[src/bgr_to_nv12_convert_defines.svh]
// assertion macros for the bgr to nv12 converter
// expects i_clk and i_rst_n in the scope of the module that uses them
`ifndef BGR_TO_NV12_CONVERT_DEFINES_SVH
`define BGR_TO_NV12_CONVERT_DEFINES_SVH

// same-cycle implication
`define BGR2NV_ASSERT_IMP(lbl, ante, cons, msg) \
    lbl: assert property (@(posedge i_clk) disable iff (!i_rst_n) (ante) |-> (cons)) \
        else $error(msg);

// next-cycle implication
`define BGR2NV_ASSERT_NXT(lbl, ante, cons, msg) \
    lbl: assert property (@(posedge i_clk) disable iff (!i_rst_n) (ante) |=> (cons)) \
        else $error(msg);

`endif

[src/bgr2nv_pkg.sv]
// shared constants, types and helpers of the bgr to nv12 converter
// no dependencies
`default_nettype none

package bgr2nv_pkg;

    localparam int MAX_WIDTH  = 2048;
    localparam int MAX_HEIGHT = 2048;

    localparam int SLOT_DEPTH = MAX_WIDTH / 2;
    localparam int SLOT_W     = $clog2(SLOT_DEPTH);
    localparam int CFG_W      = 12;
    localparam int POS_W      = 11;
    localparam int CROW_W     = 10;
    localparam int PAIR_W     = 9;
    localparam int ENTRY_W    = 2 * PAIR_W;

    localparam logic [1:0] REG_FRAME_WIDTH  = 2'd0;
    localparam logic [1:0] REG_FRAME_HEIGHT = 2'd1;
    localparam logic [1:0] REG_FLIP_ROWS    = 2'd2;

    localparam logic [CFG_W-1:0] RST_FRAME_WIDTH  = 12'd640;
    localparam logic [CFG_W-1:0] RST_FRAME_HEIGHT = 12'd480;

    localparam logic signed [17:0] Y_R = 18'sd66;
    localparam logic signed [17:0] Y_G = 18'sd129;
    localparam logic signed [17:0] Y_B = 18'sd25;
    localparam logic signed [17:0] U_R = -18'sd38;
    localparam logic signed [17:0] U_G = -18'sd74;
    localparam logic signed [17:0] U_B = 18'sd112;
    localparam logic signed [17:0] V_R = 18'sd112;
    localparam logic signed [17:0] V_G = -18'sd94;
    localparam logic signed [17:0] V_B = -18'sd18;
    localparam logic signed [17:0] ROUND_C = 18'sd128;
    localparam logic [7:0]         LUMA_OFS = 8'd16;
    localparam logic signed [11:0] CHROMA_OFS = 12'sd128;

    typedef struct packed {
        logic [7:0]        luma;
        logic signed [7:0] u_term;
        logic signed [7:0] v_term;
    } t_terms;

    typedef struct packed {
        logic [POS_W-1:0] col;
        logic [POS_W-1:0] orow;
        logic             row_odd;
        logic             last;
    } t_pos;

    function automatic logic [CFG_W-1:0] eff_size(input logic [CFG_W-1:0] v,
                                                  input int maxv);
        logic [CFG_W-1:0] s;
        s = v;
        if (s < 12'd2) s = 12'd2;
        if (s > CFG_W'(maxv)) s = CFG_W'(maxv);
        return {s[CFG_W-1:1], 1'b0};
    endfunction

    function automatic logic [7:0] clip8(input logic signed [11:0] v);
        logic [7:0] c;
        if (v < 12'sd0) c = 8'd0;
        else if (v > 12'sd255) c = 8'd255;
        else c = v[7:0];
        return c;
    endfunction

endpackage

`default_nettype wire

[src/bgr2nv_csc.sv]
// bt.601 color space terms: luma sample and per-pixel u/v terms
// depends on bgr2nv_pkg
`default_nettype none

module bgr2nv_csc (
    input  wire logic [7:0]          i_blue,
    input  wire logic [7:0]          i_green,
    input  wire logic [7:0]          i_red,
    output bgr2nv_pkg::t_terms       o_terms
);
    import bgr2nv_pkg::*;

    logic signed [17:0] b_s, g_s, r_s;
    logic signed [17:0] y_acc, u_acc, v_acc;
    logic [7:0]         y_q;

    assign b_s = $signed({10'd0, i_blue});
    assign g_s = $signed({10'd0, i_green});
    assign r_s = $signed({10'd0, i_red});

    assign y_acc = Y_R * r_s + Y_G * g_s + Y_B * b_s + ROUND_C;
    assign u_acc = U_R * r_s + U_G * g_s + U_B * b_s + ROUND_C;
    assign v_acc = V_R * r_s + V_G * g_s + V_B * b_s + ROUND_C;

    // floor division by 256, results fit in eight bits
    assign y_q = y_acc[15:8];

    assign o_terms.luma   = y_q + LUMA_OFS;
    assign o_terms.u_term = u_acc[15:8];
    assign o_terms.v_term = v_acc[15:8];

endmodule

`default_nettype wire

[config.mk]
export PLATFORM = sky130hd
export DESIGN_NAME = bgr2nv_csc
export DESIGN_NICKNAME = d
export VERILOG_FILES = /design/src/bgr_to_nv12_convert_defines.svh /design/src/bgr2nv_pkg.sv /design/src/bgr2nv_csc.sv
export SDC_FILE = /design/constraint.sdc
export NUM_CORES = 1
export LEC_CHECK = 0
export ABC_AREA = 1
export BUFFER_PORTS_ARGS = -buffer_cell sky130_fd_sc_hd__clkbuf_2
export CORE_ASPECT_RATIO = 0.8
export CORE_MARGIN = 3
export CORE_UTILIZATION = 25
export DETAILED_ROUTE_END_ITERATION = 12
export PLACE_DENSITY_LB_ADDON = 0.25
export RECOVER_POWER = 50
export SYNTH_ARGS = -nofsm -noshare
export SYNTH_HDL_FRONTEND = slang
export SYNTH_SLANG_ARGS = --single-unit
export TNS_END_PERCENT = 30
[constraint.sdc]
create_clock -name vclk -period 20.7
set_clock_uncertainty 0.05 [all_clocks]
set_input_delay 4.14 -clock vclk [all_inputs]
set_output_delay 4.14 -clock vclk [all_outputs]
set_load 0.005 [all_outputs]
==> metrics.csv <==
metric,value,unit
Crit Path Class,input port to primary output,
die width,223,µm
Slew HR,43.7,%
port bufs,48,
Layout area overhead,8.81,%
CP top delay family,adder cells,
proportion of synthesized area in mux cells,0,%
post-synthesis compound-gate area fraction,6.79,%
Final Wtd Congestion,0.829,
Tcrit/Tclk final,68.3,%
Core ar.,0.0365,mm²
post-synthesis simple-gate area fraction,15.4,%
Final Hold Fails,0,
# Post-CTS Setup Buffers,0,
Routed WL,24.6,mm
starting density of the core,25.7,%
Post-Syn Area,0.00938,mm²
via count,7560,
Final TNS setup,0,ns
"commonest non-fill, non-tap cell in the layout",inv_1,
"Seq/Total Area, Yosys",0,%
CP Buf/Inv Count,8,
xor/xnor share of the synthesized area,5.79,%
multi-input logic area,0.00820,mm²
Layout clock buffers,0,
I/O Pins,48,
Iteration-0 DRC Markers,403,
grt ovf,0,
number of library cell types mapped by synthesis,32,
total track usage,12.8,%
largest net degree at the start of global routing,13,
Filler cells,4032,
via density per instance,4.36,
Routed WL per cell,14.2,µm
initial antenna violation count,0,
final hold slack,9.17,ns
DR DRC count,0,
RSZ-0062 raised after global routing,no,
vias in the first global route,7754,
Final setup viols,0,
Post-Synth Adder-Cell Area,59.6,%
Routed Antenna Nets,0,
CP Max Fanout,8,
Hold Buf Count CTS,0,
Post-DP HPWL,22.7,mm
Die Y,179,µm
global-route wire length before repair,40.8,mm
startpoint types,input port,
share of cells above drive strength 1,3.90,%
nets@finish,1664,
Max Freq,70.7,MHz
max-slew violation count,0,
Antenna diodes,0,
slowest CP cell,fa_1,
CP Capture Type,primary output,
PostCTS Resize Cnt,0,
Seq Cell Count,0,
Slew @ Worst Pin,0.845,ns
max_cap viols,0,
die area,0.0399,mm²
Crit path required time,16.51,ns
Post-Synthesis Cells,1207,
Synth warnings,0,
Worst path max stage delay,0.54,ns
worst hold path type,input port to primary output,
most frequent CP cell,nand2_1,
register area,0,µm²
post-synth net total,1614,
run status,finished clean,
critical path arrival,9.96,ns
Detailed Routing Iterations Pass 1,5,
most frequent cells in the layout,"310 x inv_1, 277 x ha_1, 203 x nand2_1",
row count,62,
"Avg Cell Area, Syn",7.77,µm²
largest family of logic cells by synthesized area,adder cells,
crit path time final,14.15,ns
[worst paths after layout]
check | startpoint | end | cells after the start | slack [ns]
min | i_red[0] | o_terms[8] | 6 | 9.17
max | i_green[2] | o_terms[15] | 29 | 6.55
[cell type report]
class	instances	share of cell area [%]
timing repair buffer	48	2.24
tap	480	5.89
multi-input combinational	896	80.4
inverter	311	11.4
[Yosys cell counts, types with 2 or more instances]
master      n  area share, %
fa_1      106             23
o21bai_1    7           0.56
nand2_2     3           0.20
xnor2_1    23            2.1
xor2_1     39            3.6
nor3_1      7           0.37
o21ai_0    13           0.69
a21oi_1    63            3.4
ha_1      277             37
a21oi_2     2           0.19
a21o_1     10           0.80
nand3_1    51            2.7
nand3b_1    6           0.48
o21ai_1     2           0.11
nand2_1   203            8.1
o211ai_1    3           0.24
a31oi_1     4           0.27
inv_1     310             12
nand4_1    15            1.0
nor2_1     51            2.0
[kinds of logic after synthesis]
| family | after synthesis |
|---|---|
| buf+inv | 311 |
| xor+xnor | 62 |
| simple gates | 340 |
| compound gates | 111 |
| fa+ha+maj | 383 |
[stage by stage]
| stage | cells | worst slack, ns | util [%] | area, µm² |
|---|---|---|---|---|
| finish | 1735 | 6.55 | 28.0 | 10200 |
| CTS | 1735 | 6.75 | 28.0 | 10200 |
| floorplan | 1207 | 7.65 | - | 9380 |
| global route | 1735 | 6.09 | 28.0 | 10200 |
| detailed placement | 1735 | 6.79 | 28.0 | 10200 |
| global placement | 1735 | 6.86 | 28.0 | 10200 |
[worst min-delay path: cells and delay by family]
| family | cells | cell delay (ns) |
|---|---|---|
| buffers and inverters | 3 | 0.44 |
| AOI/OAI and AO/OA | 1 | 0.15 |
| and+or+nand+nor | 1 | 0.22 |
| xor gates and xnor gates | 1 | 0.12 |
[per-layer routing]
layer | GRT usage (%) | part of all wire (%) | up-vias
met1 | 20.4 | 55 | 3556
met2 | 20.1 | 41 | 103
met3 | 0.0655 | 3.6 | 4
met4 | 0.397 | 0.33 | 0
li1 | - | - | 3897
met5 | 0 | 0 | -
Power is left out: the tool's default activity adds up to more than one toggle a clock period on the data nets, which glitch-free logic cannot reach.
